--- config.mk ---
export PLATFORM = sky130hd
export DESIGN_NAME = vbi_line_source_scheduler_unit
export DESIGN_NICKNAME = d
export VERILOG_FILES = /design/src/rtl/vlss_pkg.sv /design/src/rtl/vlss_counters.sv /design/src/rtl/vlss_select.sv /design/src/rtl/vbi_line_source_scheduler_unit.sv
export VERILOG_INCLUDE_DIRS = /design/src /design/src/rtl
export SDC_FILE = /design/constraint.sdc
export NUM_CORES = 1
export LEC_CHECK = 0
export ABC_AREA = 1
export BUFFER_PORTS_ARGS = -buffer_cell sky130_fd_sc_hd__buf_2
export CORE_MARGIN = 2
export CORE_UTILIZATION = 45
export CTS_CLUSTER_SIZE = 14
export DETAILED_ROUTE_END_ITERATION = 8
export GPL_TIMING_DRIVEN = 0
export PLACE_DENSITY = 0.65
export SETUP_SLACK_MARGIN = 0.1
export SLEW_MARGIN = 20
export SYNTH_ARGS = -nofsm -noshare
export SYNTH_HDL_FRONTEND = slang
export SYNTH_SLANG_ARGS = --single-unit
export TNS_END_PERCENT = 20
--- constraint.sdc ---
create_clock -name aclk -period 4.96 [get_ports aclk]
set_input_delay 0.992 -clock aclk [delete_from_list [all_inputs] [get_ports aclk]]
set_output_delay 0.992 -clock aclk [all_outputs]
set_load 0.02 [all_outputs]
--- src/rtl/vbi_line_source_scheduler_unit_assert.svh ---
// Assertion macros shared by the scheduler RTL.
`ifndef VBI_LINE_SOURCE_SCHEDULER_UNIT_ASSERT_SVH
`define VBI_LINE_SOURCE_SCHEDULER_UNIT_ASSERT_SVH

// Consequent must hold in the same cycle as the antecedent.
`define VLSS_ASSERT_SAME(label, clk, rstn, ante, cons) \
    label: assert property (@(posedge clk) disable iff (!rstn) (ante) |-> (cons)) \
        else $error("scheduler assertion failed");

// Consequent must hold in the cycle after the antecedent.
`define VLSS_ASSERT_NEXT(label, clk, rstn, ante, cons) \
    label: assert property (@(posedge clk) disable iff (!rstn) (ante) |=> (cons)) \
        else $error("scheduler assertion failed");

`endif

--- src/rtl/vlss_pkg.sv ---
// Types and constants shared by the VBI line source scheduler modules.
package vlss_pkg;

    typedef enum logic [2:0] {
        KIND_BSDP  = 3'd0,
        KIND_DEBUG = 3'd1,
        KIND_DC    = 3'd2,
        KIND_MAG   = 3'd3,
        KIND_FILL  = 3'd4
    } kind_t;

    localparam logic [7:0] REG_LINES_PER_FIELD = 8'd0;
    localparam logic [7:0] REG_DATACAST_LINES  = 8'd1;

    localparam logic [7:0] LINES_PER_FIELD_RESET = 8'd16;
    localparam logic [7:0] DATACAST_LINES_RESET  = 8'd0;

    localparam logic [5:0] LAST_FIELD      = 6'd49;
    localparam logic [3:0] LAST_SECOND     = 4'd14;
    localparam int         BSDP_FIELD_STEP = 10;

    localparam int MAG_IW = 3;
    localparam int DC_IW  = 4;

    typedef struct packed {
        logic [7:0] line_number;
        logic [5:0] field_number;
        logic       field_start;
        logic       special_event;
        logic [2:0] bsdp_event;
        logic       datacast_window;
    } timing_t;

    typedef struct packed {
        kind_t      kind;
        logic [3:0] index;
    } sel_t;

endpackage

--- src/rtl/vlss_counters.sv ---
// Line, field and seconds counters with slot events and a line wrap divider.
module vlss_counters (
    input  logic             aclk,
    input  logic             aresetn,
    input  logic             step,
    input  logic             lpf_write,
    input  logic [7:0]       lines_per_field,
    input  logic [7:0]       datacast_lines,
    output logic             busy,
    output vlss_pkg::timing_t timing
);
    import vlss_pkg::*;

    localparam logic [3:0] DIV_LAST = 4'd8;

    logic [7:0] line_reg, line_next;
    logic [5:0] field_reg, field_next;
    logic [3:0] sec_reg, sec_next;
    logic       first_reg, first_next;
    logic       div_busy_reg, div_busy_next;
    logic [3:0] div_cnt_reg, div_cnt_next;
    logic [8:0] div_dvd_reg, div_dvd_next;
    logic [8:0] div_rem_reg, div_rem_next;
    logic       preset_reg, preset_next;

    logic [8:0] line_plus;
    logic [8:0] shifted;
    logic [7:0] line_new;
    logic       fstart;
    logic [5:0] field_new;
    logic [3:0] sec_new;
    logic [2:0] bsdp_ev;
    logic       window;

    assign line_plus = {1'b0, line_reg} + 9'd1;
    assign shifted   = {div_rem_reg[7:0], div_dvd_reg[8]};

    always_comb begin
        if (first_reg || lines_per_field == 8'd0) begin
            line_new = 8'd0;
        end else if (preset_reg) begin
            line_new = div_rem_reg[7:0];
        end else if (line_plus >= {1'b0, lines_per_field}) begin
            line_new = 8'd0;
        end else begin
            line_new = line_plus[7:0];
        end
    end

    assign fstart = (line_new == 8'd0);

    always_comb begin
        field_new = field_reg;
        sec_new   = sec_reg;
        if (fstart) begin
            field_new = (field_reg == LAST_FIELD) ? 6'd0 : field_reg + 6'd1;
            if (field_new == 6'd0) begin
                sec_new = (sec_reg == LAST_SECOND) ? 4'd0 : sec_reg + 4'd1;
            end
        end
    end

    always_comb begin
        unique case (field_new)
            6'(0 * BSDP_FIELD_STEP): bsdp_ev = 3'd1;
            6'(1 * BSDP_FIELD_STEP): bsdp_ev = 3'd2;
            6'(2 * BSDP_FIELD_STEP): bsdp_ev = 3'd3;
            6'(3 * BSDP_FIELD_STEP): bsdp_ev = 3'd4;
            6'(4 * BSDP_FIELD_STEP): bsdp_ev = 3'd5;
            default:                 bsdp_ev = 3'd0;
        endcase
        if (!fstart) begin
            bsdp_ev = 3'd0;
        end
    end

    assign window = (datacast_lines == 8'd0) ||
                    ($signed({2'b00, line_new}) >=
                     $signed({2'b00, lines_per_field}) - $signed({2'b00, datacast_lines}));

    always_comb begin
        line_next     = line_reg;
        field_next    = field_reg;
        sec_next      = sec_reg;
        first_next    = first_reg;
        preset_next   = preset_reg;
        div_busy_next = div_busy_reg;
        div_cnt_next  = div_cnt_reg;
        div_dvd_next  = div_dvd_reg;
        div_rem_next  = div_rem_reg;
        if (lpf_write) begin
            div_busy_next = 1'b1;
            div_cnt_next  = 4'd0;
            div_dvd_next  = line_plus;
            div_rem_next  = 9'd0;
            preset_next   = 1'b0;
        end else if (div_busy_reg) begin
            div_dvd_next = {div_dvd_reg[7:0], 1'b0};
            div_rem_next = (shifted >= {1'b0, lines_per_field}) ?
                           shifted - {1'b0, lines_per_field} : shifted;
            div_cnt_next = div_cnt_reg + 4'd1;
            if (div_cnt_reg == DIV_LAST) begin
                div_busy_next = 1'b0;
                preset_next   = 1'b1;
            end
        end else if (step) begin
            line_next   = line_new;
            field_next  = field_new;
            sec_next    = sec_new;
            first_next  = 1'b0;
            preset_next = 1'b0;
        end
    end

    always_ff @(posedge aclk) begin
        if (!aresetn) begin
            line_reg     <= 8'd0;
            field_reg    <= LAST_FIELD;
            sec_reg      <= 4'd0;
            first_reg    <= 1'b1;
            preset_reg   <= 1'b0;
            div_busy_reg <= 1'b0;
            div_cnt_reg  <= 4'd0;
        end else begin
            line_reg     <= line_next;
            field_reg    <= field_next;
            sec_reg      <= sec_next;
            first_reg    <= first_next;
            preset_reg   <= preset_next;
            div_busy_reg <= div_busy_next;
            div_cnt_reg  <= div_cnt_next;
        end
    end

    always_ff @(posedge aclk) begin
        div_dvd_reg <= div_dvd_next;
        div_rem_reg <= div_rem_next;
    end

    assign busy = div_busy_reg;

    always_comb begin
        timing.line_number     = line_new;
        timing.field_number    = field_new;
        timing.field_start     = fstart;
        timing.special_event   = fstart && (field_new == 6'd0) && (sec_new == 4'd0);
        timing.bsdp_event      = bsdp_ev;
        timing.datacast_window = window;
    end

endmodule

--- src/rtl/vlss_select.sv ---
// Source selection with round robin pointers for magazines and datacast channels.
module vlss_select #(
    parameter int NUM_MAGAZINES = 8,
    parameter int NUM_DATACAST  = 15
) (
    input  logic            aclk,
    input  logic            aresetn,
    input  logic            step,
    input  logic            dc_reserved,
    input  logic            bsdp_ready,
    input  logic            bsdp_valid,
    input  logic            debug_ready,
    input  logic [14:0]     dc_ready,
    input  logic [14:0]     dc_ready_forced,
    input  logic [7:0]      mag_ready,
    input  logic [7:0]      mag_ready_forced,
    input  logic [7:0]      mag_valid,
    output vlss_pkg::sel_t  sel
);
    import vlss_pkg::*;

    localparam int MAG_PW = (NUM_MAGAZINES > 1) ? $clog2(NUM_MAGAZINES) : 1;
    localparam int DC_PW  = (NUM_DATACAST > 1) ? $clog2(NUM_DATACAST) : 1;

    function automatic logic [MAG_PW-1:0] mag_wrap(input logic [MAG_PW:0] v);
        logic [MAG_PW:0] w;
        w = (v >= (MAG_PW+1)'(NUM_MAGAZINES)) ? v - (MAG_PW+1)'(NUM_MAGAZINES) : v;
        return w[MAG_PW-1:0];
    endfunction

    function automatic logic [DC_PW-1:0] dc_wrap(input logic [DC_PW:0] v);
        logic [DC_PW:0] w;
        w = (v >= (DC_PW+1)'(NUM_DATACAST)) ? v - (DC_PW+1)'(NUM_DATACAST) : v;
        return w[DC_PW-1:0];
    endfunction

    logic [MAG_PW-1:0] mag_ptr_reg, mag_ptr_next;
    logic [DC_PW-1:0]  dc_ptr_reg, dc_ptr_next;

    logic              mag_hit;
    logic [MAG_PW-1:0] mag_hit_pos;
    logic [MAG_IW-1:0] mag_num;
    logic [MAG_PW-1:0] mag_ptr_upd;
    logic              dc_hit;
    logic [DC_PW-1:0]  dc_hit_pos;
    logic [DC_IW-1:0]  dc_chan;
    logic [DC_PW-1:0]  dc_ptr_upd;
    logic              mag_take;
    logic              dc_take;

    always_comb begin
        logic [MAG_PW-1:0] pos;
        mag_hit     = 1'b0;
        mag_hit_pos = mag_ptr_reg;
        for (int k = NUM_MAGAZINES; k >= 1; k--) begin
            pos = mag_wrap({1'b0, mag_ptr_reg} + (MAG_PW+1)'(k));
            if (mag_ready_forced[MAG_IW'(NUM_MAGAZINES - 1) - MAG_IW'(pos)]) begin
                mag_hit     = 1'b1;
                mag_hit_pos = pos;
            end
        end
        for (int k = NUM_MAGAZINES - 1; k >= 0; k--) begin
            pos = mag_wrap({1'b0, mag_ptr_reg} + (MAG_PW+1)'(k));
            if (mag_ready[MAG_IW'(NUM_MAGAZINES - 1) - MAG_IW'(pos)]) begin
                mag_hit     = 1'b1;
                mag_hit_pos = pos;
            end
        end
    end

    assign mag_num     = MAG_IW'(NUM_MAGAZINES - 1) - MAG_IW'(mag_hit_pos);
    assign mag_ptr_upd = mag_hit ? mag_wrap({1'b0, mag_hit_pos} + (MAG_PW+1)'(1)) :
                                   mag_wrap({1'b0, mag_ptr_reg} + (MAG_PW+1)'(1));

    always_comb begin
        logic [DC_PW-1:0] pos;
        logic [DC_IW-1:0] bit_idx;
        logic             rdy;
        dc_hit     = 1'b0;
        dc_hit_pos = dc_ptr_reg;
        for (int c = NUM_DATACAST - 1; c >= 0; c--) begin
            pos     = dc_wrap({1'b0, dc_ptr_reg} + (DC_PW+1)'(c));
            bit_idx = DC_IW'(NUM_DATACAST - 1) - DC_IW'(pos);
            rdy     = (dc_reserved && c == NUM_DATACAST - 1) ? dc_ready_forced[bit_idx] :
                                                               dc_ready[bit_idx];
            if (rdy) begin
                dc_hit     = 1'b1;
                dc_hit_pos = pos;
            end
        end
    end

    assign dc_chan    = DC_IW'(NUM_DATACAST) - DC_IW'(dc_hit_pos);
    assign dc_ptr_upd = dc_wrap({1'b0, dc_hit_pos} + (DC_PW+1)'(1));

    always_comb begin
        sel.kind  = KIND_FILL;
        sel.index = 4'd0;
        mag_take  = 1'b0;
        dc_take   = 1'b0;
        priority if (bsdp_ready) begin
            sel.kind = bsdp_valid ? KIND_BSDP : KIND_FILL;
        end else if (debug_ready) begin
            sel.kind = KIND_DEBUG;
        end else if (dc_reserved && dc_hit) begin
            sel.kind  = KIND_DC;
            sel.index = dc_chan;
            dc_take   = 1'b1;
        end else begin
            mag_take = 1'b1;
            if (mag_hit && mag_valid[mag_num]) begin
                sel.kind  = KIND_MAG;
                sel.index = 4'(mag_num);
            end else if (!dc_reserved && dc_hit) begin
                sel.kind  = KIND_DC;
                sel.index = dc_chan;
                dc_take   = 1'b1;
            end
        end
    end

    always_comb begin
        mag_ptr_next = mag_ptr_reg;
        dc_ptr_next  = dc_ptr_reg;
        if (step && mag_take) begin
            mag_ptr_next = mag_ptr_upd;
        end
        if (step && dc_take) begin
            dc_ptr_next = dc_ptr_upd;
        end
    end

    always_ff @(posedge aclk) begin
        if (!aresetn) begin
            mag_ptr_reg <= '0;
            dc_ptr_reg  <= '0;
        end else begin
            mag_ptr_reg <= mag_ptr_next;
            dc_ptr_reg  <= dc_ptr_next;
        end
    end

endmodule

--- src/rtl/vbi_line_source_scheduler_unit.sv ---
// Top level of the VBI line source scheduler: handshakes, configuration and result register.
//
// One input word describes one VBI line slot and yields exactly one result word. The word
// passes through an input register, one stage of counter and selection logic, and an output
// register, and a new slot is taken every cycle while the result side keeps up and no divider
// run is in progress. Writing lines_per_field starts a divider that refolds the line counter
// onto the new field length; slots wait in the input register until it finishes.
// Configuration writes are always accepted.
`include "vbi_line_source_scheduler_unit_assert.svh"

module vbi_line_source_scheduler_unit #(
    parameter int NUM_MAGAZINES = 8,
    parameter int NUM_DATACAST  = 15
) (
    input  logic        aclk,
    input  logic        aresetn,
    input  logic        cfg_valid,
    output logic        cfg_ready,
    input  logic [7:0]  cfg_index,
    input  logic [7:0]  cfg_data,
    input  logic        s_valid,
    output logic        s_ready,
    input  logic        s_bsdp_ready,
    input  logic        s_bsdp_valid,
    input  logic        s_debug_ready,
    input  logic [14:0] s_dc_ready,
    input  logic [14:0] s_dc_ready_forced,
    input  logic [7:0]  s_mag_ready,
    input  logic [7:0]  s_mag_ready_forced,
    input  logic [7:0]  s_mag_valid,
    output logic        m_valid,
    input  logic        m_ready,
    output logic [2:0]  m_source_kind,
    output logic [3:0]  m_source_index,
    output logic [7:0]  m_line_number,
    output logic [5:0]  m_field_number,
    output logic        m_field_start,
    output logic        m_special_event,
    output logic [2:0]  m_bsdp_event,
    output logic        m_datacast_window
);
    import vlss_pkg::*;

    logic [7:0]  lpf_reg, lpf_next;
    logic [7:0]  dcl_reg, dcl_next;
    logic        cfg_write;
    logic        lpf_write;

    logic        in_valid_reg, in_valid_next;
    logic        in_bsdp_ready_reg;
    logic        in_bsdp_valid_reg;
    logic        in_debug_ready_reg;
    logic [14:0] in_dc_ready_reg;
    logic [14:0] in_dc_ready_forced_reg;
    logic [7:0]  in_mag_ready_reg;
    logic [7:0]  in_mag_ready_forced_reg;
    logic [7:0]  in_mag_valid_reg;

    logic        out_valid_reg, out_valid_next;
    sel_t        out_sel_reg;
    timing_t     out_timing_reg;

    logic        busy;
    logic        advance;
    logic        in_take;
    timing_t     timing;
    sel_t        sel;

    assign cfg_ready = 1'b1;
    assign cfg_write = cfg_valid && cfg_ready;
    assign lpf_write = cfg_write && (cfg_index == REG_LINES_PER_FIELD);

    always_comb begin
        lpf_next = lpf_reg;
        dcl_next = dcl_reg;
        if (cfg_write) begin
            if (cfg_index == REG_LINES_PER_FIELD) begin
                lpf_next = cfg_data;
            end else if (cfg_index == REG_DATACAST_LINES) begin
                dcl_next = cfg_data;
            end
        end
    end

    assign advance = in_valid_reg && !busy && (!out_valid_reg || m_ready);
    assign s_ready = !in_valid_reg || advance;
    assign in_take = s_valid && s_ready;

    always_comb begin
        in_valid_next = in_valid_reg;
        if (in_take) begin
            in_valid_next = 1'b1;
        end else if (advance) begin
            in_valid_next = 1'b0;
        end
        out_valid_next = out_valid_reg;
        if (advance) begin
            out_valid_next = 1'b1;
        end else if (m_ready) begin
            out_valid_next = 1'b0;
        end
    end

    always_ff @(posedge aclk) begin
        if (!aresetn) begin
            lpf_reg       <= LINES_PER_FIELD_RESET;
            dcl_reg       <= DATACAST_LINES_RESET;
            in_valid_reg  <= 1'b0;
            out_valid_reg <= 1'b0;
        end else begin
            lpf_reg       <= lpf_next;
            dcl_reg       <= dcl_next;
            in_valid_reg  <= in_valid_next;
            out_valid_reg <= out_valid_next;
        end
    end

    always_ff @(posedge aclk) begin
        if (in_take) begin
            in_bsdp_ready_reg       <= s_bsdp_ready;
            in_bsdp_valid_reg       <= s_bsdp_valid;
            in_debug_ready_reg      <= s_debug_ready;
            in_dc_ready_reg         <= s_dc_ready;
            in_dc_ready_forced_reg  <= s_dc_ready_forced;
            in_mag_ready_reg        <= s_mag_ready;
            in_mag_ready_forced_reg <= s_mag_ready_forced;
            in_mag_valid_reg        <= s_mag_valid;
        end
        if (advance) begin
            out_sel_reg    <= sel;
            out_timing_reg <= timing;
        end
    end

    vlss_counters u_counters (
        .aclk            (aclk),
        .aresetn         (aresetn),
        .step            (advance),
        .lpf_write       (lpf_write),
        .lines_per_field (lpf_reg),
        .datacast_lines  (dcl_reg),
        .busy            (busy),
        .timing          (timing)
    );

    vlss_select #(
        .NUM_MAGAZINES (NUM_MAGAZINES),
        .NUM_DATACAST  (NUM_DATACAST)
    ) u_select (
        .aclk             (aclk),
        .aresetn          (aresetn),
        .step             (advance),
        .dc_reserved      (dcl_reg != 8'd0),
        .bsdp_ready       (in_bsdp_ready_reg),
        .bsdp_valid       (in_bsdp_valid_reg),
        .debug_ready      (in_debug_ready_reg),
        .dc_ready         (in_dc_ready_reg),
        .dc_ready_forced  (in_dc_ready_forced_reg),
        .mag_ready        (in_mag_ready_reg),
        .mag_ready_forced (in_mag_ready_forced_reg),
        .mag_valid        (in_mag_valid_reg),
        .sel              (sel)
    );

    assign m_valid           = out_valid_reg;
    assign m_source_kind     = out_sel_reg.kind;
    assign m_source_index    = out_sel_reg.index;
    assign m_line_number     = out_timing_reg.line_number;
    assign m_field_number    = out_timing_reg.field_number;
    assign m_field_start     = out_timing_reg.field_start;
    assign m_special_event   = out_timing_reg.special_event;
    assign m_bsdp_event      = out_timing_reg.bsdp_event;
    assign m_datacast_window = out_timing_reg.datacast_window;

    `VLSS_ASSERT_NEXT(a_lpf_write_holds_slots, aclk, aresetn, lpf_write, busy && !advance)
    `VLSS_ASSERT_SAME(a_field_start_line_zero, aclk, aresetn, m_valid,
        m_field_start == (m_line_number == 8'd0))
    `VLSS_ASSERT_SAME(a_special_on_field_zero, aclk, aresetn, m_valid && m_special_event,
        m_field_start && m_field_number == 6'd0 && m_bsdp_event == 3'd1)
    `VLSS_ASSERT_SAME(a_index_only_for_channels, aclk, aresetn,
        m_valid && m_source_kind != KIND_DC && m_source_kind != KIND_MAG,
        m_source_index == 4'd0)

endmodule
======== Word-level counts from Yosys, hierarchy flattened ========
Cells that the tools add are included.
W data, S select, Z words.
word-level totals
  logic and storage cells ................. 408
  flip-flop bits (word level) ............. 151
  bits of input ports ..................... 78
  output and inout port bits .............. 30
cells by class
  reduce and logical (&&, ||, !) cells .... 37
  bitwise gates (word level) .............. 4
  add/subtract/negate cells ............... 82
  magnitude comparators ................... 54
  equal/unequal tests ..................... 9
  muxes and demuxes ....................... 191
operator list
  operator               count
  $mux W4                34
  $mux W3                30
  $mux W1                82
  $ge A5 B4 Y1 const B   15
  $lt A4 B5 Y1 const B   15
  $bmux W1 S4            16
  $sub A4 B4 Y4 const A  16
  $sub A4 B4 Y4 const B  16
  $bmux W1 S3            17
  $ge A4 B4 Y1 const B   10
  $lt A3 B4 Y1 const B   10
  $add A4 B4 Y5 const B  7
  $logic_not A8 Y1       4
  $mux W8                4
  $sub A3 B1 Y3 const B  10
  $sub A3 B3 Y3 const A  10
  $mux W7                3
  $add A4 B3 Y5 const B  4
  $ge A9 B8 Y1           2
  $mux W9                2
  $add A3 B3 Y4 const B  4
  $pmux W3 S5            1
  $eq A6 B5 Y1 const B   2
  $eq A6 B6 Y1 const B   2
  other kinds (28)       61

======== Logic depth before layout (Yosys ltp) ========
Gate-level depths: netlist of the first run.
  word-level depth ........................ 31
  gate-level depth with buffers ........... 52
  depth with buffers taken out ............ 48

======== Modules after synthesis ========
From an unflattened synthesis of the first run, not the netlist that was laid out.
second synthesis, totals
  cell total of the unflattened synthesis .. 2083
  area total of the unflattened synthesis .. 13967.1 µm²
modules (own cells, without submodules)
  module                          times used  cells each  area an instance (µm²)  seq. area each (µm²)
  vlss_select                     1           1349        6988.0                  140.1
  vlss_counters                   1           526         3579.7                  930.9
  vbi_line_source_scheduler_unit  1           208         3399.5                  2882.8

======== Worst setup path after synthesis of the first run ========
OpenSTA, ideal clock, no wires.
  path kind ............................... register -> register
  start ................................... register u_select.dc_ptr_reg[0]
  end ..................................... register u_select.dc_ptr_reg[1]
  arrival time ............................ 4.778 ns
  library setup time ...................... 0.120 ns
  buffers on the path ..................... 4
  setup slack ............................. 0.062 ns
  clock period less this slack ............ 4.898 ns
  cell stages (with the launch flop) ...... 49
  data required time ...................... 4.840 ns
  cell sequence ........................... dfxtp_1 -> buf_6 -> inv_4 -> buf_4 -> ha_1 -> buf_4 -> inv_2 -> nor2_2 -> nand3_1 -> nand2_1 -> nand2_2 -> nand3_1 -> nand2_1 -> buf_4 -> ha_1 -> inv_1 -> nand2_1 -> nor2_1 -> (+13 left out) -> o21ai_0 -> nand2_1 -> nand2_1 -> nand2_1 -> nand2_1 -> nand2_1 -> nand2_1 -> nand2_1 -> nand2_1 -> ha_1 -> nand3_1 -> nand2_1 -> inv_1 -> nor2_2 -> nand2_2 -> nand3_1 -> nand3_1 -> a21oi_1
between the ends
  cells in the longest elaborated chain, start to end .. 29
  elaborated cells on any way between the ends .. 149
  those cells by class .................... 46 x add/sub; 16 x order compare; 84 x mux; 3 x reduce/logical
RTL lines
  item                                                    line                RTL
  start: declaration                                      vlss_select.sv:38   logic [DC_PW-1:0] dc_ptr_reg, dc_ptr_next;
  start signal: assignment                                vlss_select.sv:139  dc_ptr_reg <= dc_ptr_next;
  branches (longest 29 deep; another with $add A4 B4 Y5)  --
Parallel ways; which one is timed is not known. The select of a mux whose other input is x is not followed.
A chain may end at the register's enable or synchronous reset.

======== Worst setup path after layout of the first run ========
Same ends and word-level chain as after synthesis.

==> flow_summary_export.csv, run 1 <==
group,metric,value,unit
run_status,outcome,"completed",
clocking,cts_hold_buf,0,
hold_path,hold_class,"reg -> reg",
timing,period_needed,4.92,ns
clocking,cts_made_buffers,17,
place,portBuffers,106,
timing,rsz0062_at_grt,"true",
critical_path,worstPathArrival,5.24,ns
global_routing,grt_pass1_wl,68200,um
place,dpl_cell_area,0.0143,mm^2
yosys,synth_top_cell_area_share,21.2,%
clocking,cts_tree,"done",
timing,clock_skew,0.0144,ns
timing,period_share,99.2,%
route,postRouteWirelength,44000,um
pwr,p_comb_share,51.9,%
yosys,yosysWarningCount,0,
place,place_congestion,0.985,
yosys,netlist_instances,1932,
global_routing,antenna_found_initial,0,
pwr,netSwitchingFraction,42.4,%
critical_path,crit_type,"reg -> reg",
critical_path,cp_common_cell,"nand2_1",
floorplan,die_area,0.0307,mm^2
global_routing,globalRouteTotalUtil,27.9,%
yosys,synth_common_cells,"488 x nand2_1, 226 x inv_1, 189 x o21ai_0",
yosys,ys_types,61,
clocking,cts_root_buf,"clkbuf_16",
yosys,yosys-top-cells-area,"edfxtp_1 21%, nand2_1 14%, dfxtp_1 8.8%",
floorplan,fp.coreArea,0.0288,mm^2
pwr,p_per_area,359,mW/mm^2
yosys,synthesis.nets,2085,
floorplan,rows,62,
final_layout,antenna_cells,0,
clocking,clock_sinks,151,
clocking,clock_latency,0.45,ns
flow_run,maxCapViolCount,0,
pwr,intPower,3410,uW
timing,slew-limit-headroom,35.8,%
floorplan,io_pins,108,
critical_path,crit_required,5.28,ns
yosys,synth_edf_count,93,
pwr,switchingPower,2520,uW
critical_path,cp-start-kind,"register",
final_layout,layout-drive-gt1-share,22.1,%
yosys,ys_seq_area_share,30.0,%
clocking,clk_path_buf_depth,2,
place,dp.cells,2424,
pwr,p_leak,0.00748,uW
yosys,synth.avg_cell_area,6.83,um^2
final_layout,instances_no_fill,2549,
route,vias_per_cell,5.63,
place,pre_cts_slack,-1.01,ns
pwr,seq_power_share,25.1,%
critical_path,endpoint_kind,"register",
yosys,synth_seq_cells,151,
final_layout,nets,2305,
global_routing,grt_max_degree,29,
floorplan,die_h,175,um
final_layout,fin_area,0.0165,mm^2
yosys,synth_most_common_cell,"nand2_1",
timing,slew_viol_final,0,
timing,fin_ws,0.0420,ns
yosys,synth_ff_type,"edfxtp_1",
global_routing,grt_pass1_vias,13000,
place,hpwl,31100,um
clocking,cts.clk_slew.worst_paths,0.07,ns
pwr,ir_worst_vdd,0.000215,V
route,wl_per_cell,17.3,um
timing,hold_slack,0.485,ns
yosys,async_flop_share,0,%
final_layout,fin_util,57.4,%
route,vias,14300,
route,antenna_left,0,
clocking,ctsHtreeMaxLevel,4,
route,dr.pass1.iters,6,
route,drt_iter0_drc,1461,
final_layout,area_delta_synth_final,25.1,%
timing,finalHoldViolCount,0,
critical_path,path_max_fanout,10,
timing,setup_viol,0,
floorplan,initial_utilization,45.9,%
yosys,syn_area,0.0132,mm^2
critical_path,cpMaxStageDelayCell,"dfxtp_2",
critical_path,critPathMaxStageDelay,0.34,ns
route,drc,0,
yosys,yosysTopAreaCell,"edfxtp_1",
timing,worst_slew_pin_slew,0.963,ns
critical_path,crit_buf_inv,8,
pwr,clockPowerShare,23.0,%
critical_path,crit_family,"simple AND/OR/NAND/NOR gates",
global_routing,overflow,0,
timing,max_freq,0.203,GHz
floorplan,die_w,175,um
## timing repair
action                                  in CTS  in global routing
gates resized for setup                    128                101
setup buffers                               62                 32
endpoints found under the setup margin      16                 22
pin swaps                                   54                 68
## kinds of logic after synthesis
kind of cell | after synthesis | synth area share [%]
and+or+nand+nor | 866 | 28.4
AOI/OAI and AO/OA | 472 | 20.7
buffers and inverters | 315 | 10.0
DFF | 151 | 30.0
adders and majority gates | 75 | 7.22
xor gates and xnor gates | 52 | 3.62
other | 1 | 0.0284
## layout make-up
cell class / count / area, um^2
Buffer: 60 / 389
Clock buffer: 21 / 460
Clock inverter: 11 / 136
Fill cell: 2722 / 12300
Inverter: 254 / 1000
Multi-Input combinational cell: 1466 / 8740
Sequential cell: 151 / 3970
Tap cell: 384 / 480
Timing Repair Buffer: 202 / 1340
## cell usage in the layout, fill, tap and decap left out, types with 6 or more instances in the layout
cell	netlist	routed
inv_1	226	215
dfxtp_1	58	53
nand3_2	5	32
a31oi_1	7	7
clkbuf_1	30	29
clkbuf_16	0	17
a21oi_1	145	140
o211ai_1	41	41
nand4_1	18	18
o32ai_1	6	6
nand2_2	27	44
buf_6	10	23
o311ai_1	7	7
nand2_1	488	449
o21ai_0	189	173
nand2_4	3	25
nand3_4	0	9
a21oi_2	3	6
ha_1	73	56
buf_2	8	114
xor2_1	27	25
nand3b_1	6	6
o221ai_1	18	17
or2_2	6	6
inv_2	19	23
nor3_1	12	11
nor2_1	123	122
ha_4	0	14
nand3_1	156	120
buf_4	12	89
o22ai_1	16	16
o21ai_1	13	23
xnor2_1	22	21
o21ai_2	5	9
edfxtp_1	93	93
## power by group through the flow
stage          Sequential [uW]  Clock (uW)  Combinational (uW)
4_1_cts                   1490        1380                2660
6_report                  1490        1360                3080
2_1_floorplan             1530           0                1670
3_5_place_dp              1520           0                2230
5_1_grt                   1500        1420                3360
3_3_place_gp              1520           0                2200
## worst reg2reg max path: cells and delay by family, from the launching register on
kind	cells	cell delay, ns
AND/OR/NAND/NOR	25	2.06
buffers and inverters	8	0.93
AO/OA/AOI/OAI	8	0.74
adder cells (fa/ha/maj)	3	0.49
flip-flops	1	0.34
XOR/XNOR	1	0.23
## through the flow
| step | TNS [ns] | power (uW) |
|---|---|---|
| 2_1_floorplan | 0 | 3200 |
| 3_3_place_gp | -55.72 | 3710 |
| 3_5_place_dp | -5.92 | 3750 |
| 4_1_cts | 0 | 5520 |
| 5_1_grt | -1.05 | 6280 |
| 6_report | 0 | 5930 |
## metal layers
layer  up-vias  track usage (%)  wire (um)
met1      6567             37.9      19200
met5         -                0          0
li1       6996                -          -
met3       125             5.76       3680
met4         0             12.3       1760
met2       654             43.0      19400
## worst paths after layout
| check | start | to | slack, ns | cells past startpoint |
|---|---|---|---|---|
| min | u_counters.first_reg$_SDFFE_PN1P_ | u_counters.first_reg$_SDFFE_PN1P_ | 0.48 | 2 |
| min reg2reg | u_counters.first_reg$_SDFFE_PN1P_ | u_counters.first_reg$_SDFFE_PN1P_ | 0.48 | 2 |
| max reg2reg | u_select.dc_ptr_reg[0]$_SDFFE_PN0P_ | u_select.dc_ptr_reg[1]$_SDFFE_PN0P_ | 0.04 | 45 |
| max | u_select.dc_ptr_reg[0]$_SDFFE_PN0P_ | u_select.dc_ptr_reg[1]$_SDFFE_PN0P_ | 0.04 | 45 |
(Power assumes the default switching activity.)
==> run 2, diff against run 1 <==
Settings changed: BUFFER_PORTS_ARGS -buffer_cell sky130_fd_sc_hd__buf_2 to default, DONT_BUFFER_PORTS from default to 1, PLACE_DENSITY 0.65 to default, SKIP_LAST_GASP from default to 1.
==> flow_summary_export.csv, run 2 (same netlist as run 1, synthesis figures left out) <==
group,metric,value,unit
clocking,cts_hold_buf,0,
clocking,clock_latency,0.45,ns
place,hpwl,30900,um
critical_path,crit_type,"reg -> reg",
critical_path,crit_required,5.31,ns
critical_path,cpMaxStageDelayCell,"dfxtp_4",
timing,fin_ws,-0.125,ns
floorplan,rows,62,
hold_path,hold_class,"reg -> reg",
route,drc,0,
place,portBuffers,0,
timing,slew_viol_final,0,
critical_path,path_max_fanout,5,
critical_path,crit_buf_inv,10,
floorplan,fp.coreArea,0.0288,mm^2
critical_path,worstPathArrival,5.43,ns
critical_path,r2r-end,"u_select.dc_ptr_reg[0]$_SDFFE_PN0P_",
final_layout,fin_util,53.8,%
critical_path,r2r_slack,-0.12,ns
critical_path,crit_end,"u_select.dc_ptr_reg[0]$_SDFFE_PN0P_",
final_layout,area_delta_synth_final,17.4,%
floorplan,die_area,0.0307,mm^2
critical_path,r2r-start,"u_select.dc_ptr_reg[1]$_SDFFE_PN0P_",
critical_path,crit_family,"simple AND/OR/NAND/NOR gates",
route,wl_per_cell,17.7,um
floorplan,io_pins,108,
route,dr.pass1.iters,6,
floorplan,die_h,175,um
critical_path,cp.depth,49,
floorplan,initial_utilization,45.9,%
run_status,violations,"setup timing",
final_layout,layout-drive-gt1-share,15.4,%
critical_path,endpoint_kind,"register",
final_layout,antenna_cells,0,
clocking,clk_path_buf_depth,2,
final_layout,nets,2174,
clocking,clock_sinks,151,
route,antenna_left,0,
pwr,fin_total_pwr,5560,uW
timing,hold_slack,0.487,ns
timing,setup_viol,4,
pwr,p_per_area,359,mW/mm^2
run_status,outcome,"finished with violations",
clocking,cts_root_buf,"clkbuf_16",
final_layout,final_cell_mix,"462 x nand2_1, 216 x inv_1, 178 x o21ai_0",
global_routing,grt_pass1_vias,12400,
clocking,ctsHtreeMaxLevel,4,
global_routing,grt_max_degree,29,
route,postRouteWirelength,42700,um
timing,clock_skew,0.00871,ns
clocking,cts_made_buffers,17,
pwr,ir_worst_vdd,0.000230,V
global_routing,overflow,0,
route,vias,13700,
global_routing,globalRouteTotalUtil,27.6,%
clocking,cts_tree,"done",
floorplan,die_w,175,um
final_layout,final_common_cell,"nand2_1",
timing,worst_slew_pin_slew,0.976,ns
global_routing,grt_pass1_wl,66800,um
global_routing,antenna_found_initial,0,
timing,rsz0062_at_grt,"true",
timing,period_share,103,%
timing,period_needed,5.08,ns
critical_path,cp-startpoint,"u_select.dc_ptr_reg[1]$_SDFFE_PN0P_",
critical_path,rr_worst_depth,49,
critical_path,critPathMaxStageDelay,0.36,ns
timing,finalHoldViolCount,0,
route,drt_iter0_drc,1365,
critical_path,cp_common_cell,"nand2_1",
critical_path,cp-start-kind,"register",
pwr,p_leak,0.00689,uW
place,place_congestion,0.979,
clocking,cts.clk_slew.worst_paths,0.07,ns
place,pre_cts_slack,-1.06,ns
timing,max_freq,0.197,GHz
route,vias_per_cell,5.67,
timing,slew-limit-headroom,34.9,%
flow_run,maxCapViolCount,0,
-- run 2: changes by cell type in the layout (fill, tap and decap cells not counted), sizes merged --
cell      previous run  this run
clkinvlp             4         5
buf                231       100
clkinv               9         8
bufinv               2         1
clkbuf              52        50
inv                250       253
-- run 2: where the power goes --
part	internal (uW)	total, uW	switching [uW]
combinational	1020	2710	1690
clock	719	1320	605
sequential	1430	1520	87.7
total	3170	5560	2380
-- run 2: worst min path at each step --
stage	startpoint	to	slack (ns)	cells after the start
finish	u_counters.div_cnt_reg[2]$_SDFFE_PP0P_	u_counters.div_cnt_reg[2]$_SDFFE_PP0P_	0.49	2
CTS	u_counters.div_cnt_reg[2]$_SDFFE_PP0P_	u_counters.div_cnt_reg[2]$_SDFFE_PP0P_	0.49	2
global route	u_counters.div_cnt_reg[2]$_SDFFE_PP0P_	u_counters.div_cnt_reg[2]$_SDFFE_PP0P_	0.53	2
floorplan	u_counters.first_reg$_SDFFE_PN1P_	u_counters.first_reg$_SDFFE_PN1P_	0.42	2
detailed placement	u_counters.div_cnt_reg[2]$_SDFFE_PP0P_	u_counters.div_cnt_reg[2]$_SDFFE_PP0P_	0.48	2
global placement	u_counters.div_cnt_reg[2]$_SDFFE_PP0P_	u_counters.div_cnt_reg[2]$_SDFFE_PP0P_	0.47	2
-- run 2: cell type report --
| cell class | instances | area, um^2 |
|---|---|---|
| Buffer | 61 | 407 |
| Clock buffer | 19 | 443 |
| Clock inverter | 13 | 134 |
| Fill cell | 2795 | 13300 |
| Inverter | 254 | 995 |
| Multi-Input combinational cell | 1466 | 8480 |
| Sequential cell | 151 | 3970 |
| Tap cell | 384 | 480 |
| Timing Repair Buffer | 70 | 589 |
-- run 2: worst reg2reg max path: cells and delay by family (launching register included) --
kind / cells / cell delay (ns)
AO/OA/AOI/OAI: 7 / 0.67
adder cells (fa/ha/maj): 3 / 0.83
buffers and inverters: 10 / 0.79
flip-flops: 1 / 0.36
AND/OR/NAND/NOR: 29 / 2.33
-- run 2: what timing repair did --
item                       in CTS  in global routing
pin swaps                      56                 40
setup buffers                  53                 15
gates cloned                    0                  0
resized for setup             103                 55
setup endpoints to repair      16                 24
-- run 2: per-layer routing --
layer	wire length (um)	global-route usage, %	up-vias	part of all wire (%)
met4	1230	9.58	0	2.9
met5	0	0	-	0
li1	-	-	6739	-
met2	18800	43.1	575	44
met3	3170	4.91	74	7.4
met1	19500	38.3	6319	46
-- run 2: metrics by stage --
| step | instance area, um^2 | TNS (ns) | std cells |
|---|---|---|---|
| detailed placement | 13800 | -6.40 | 2318 |
| finish | 15500 | -0.365 | 2418 |
| global route | 15500 | -2.27 | 2418 |
| global placement | 13700 | -47.56 | 2316 |
| CTS | 15200 | 0 | 2403 |
| floorplan | 13200 | 0 | 1932 |
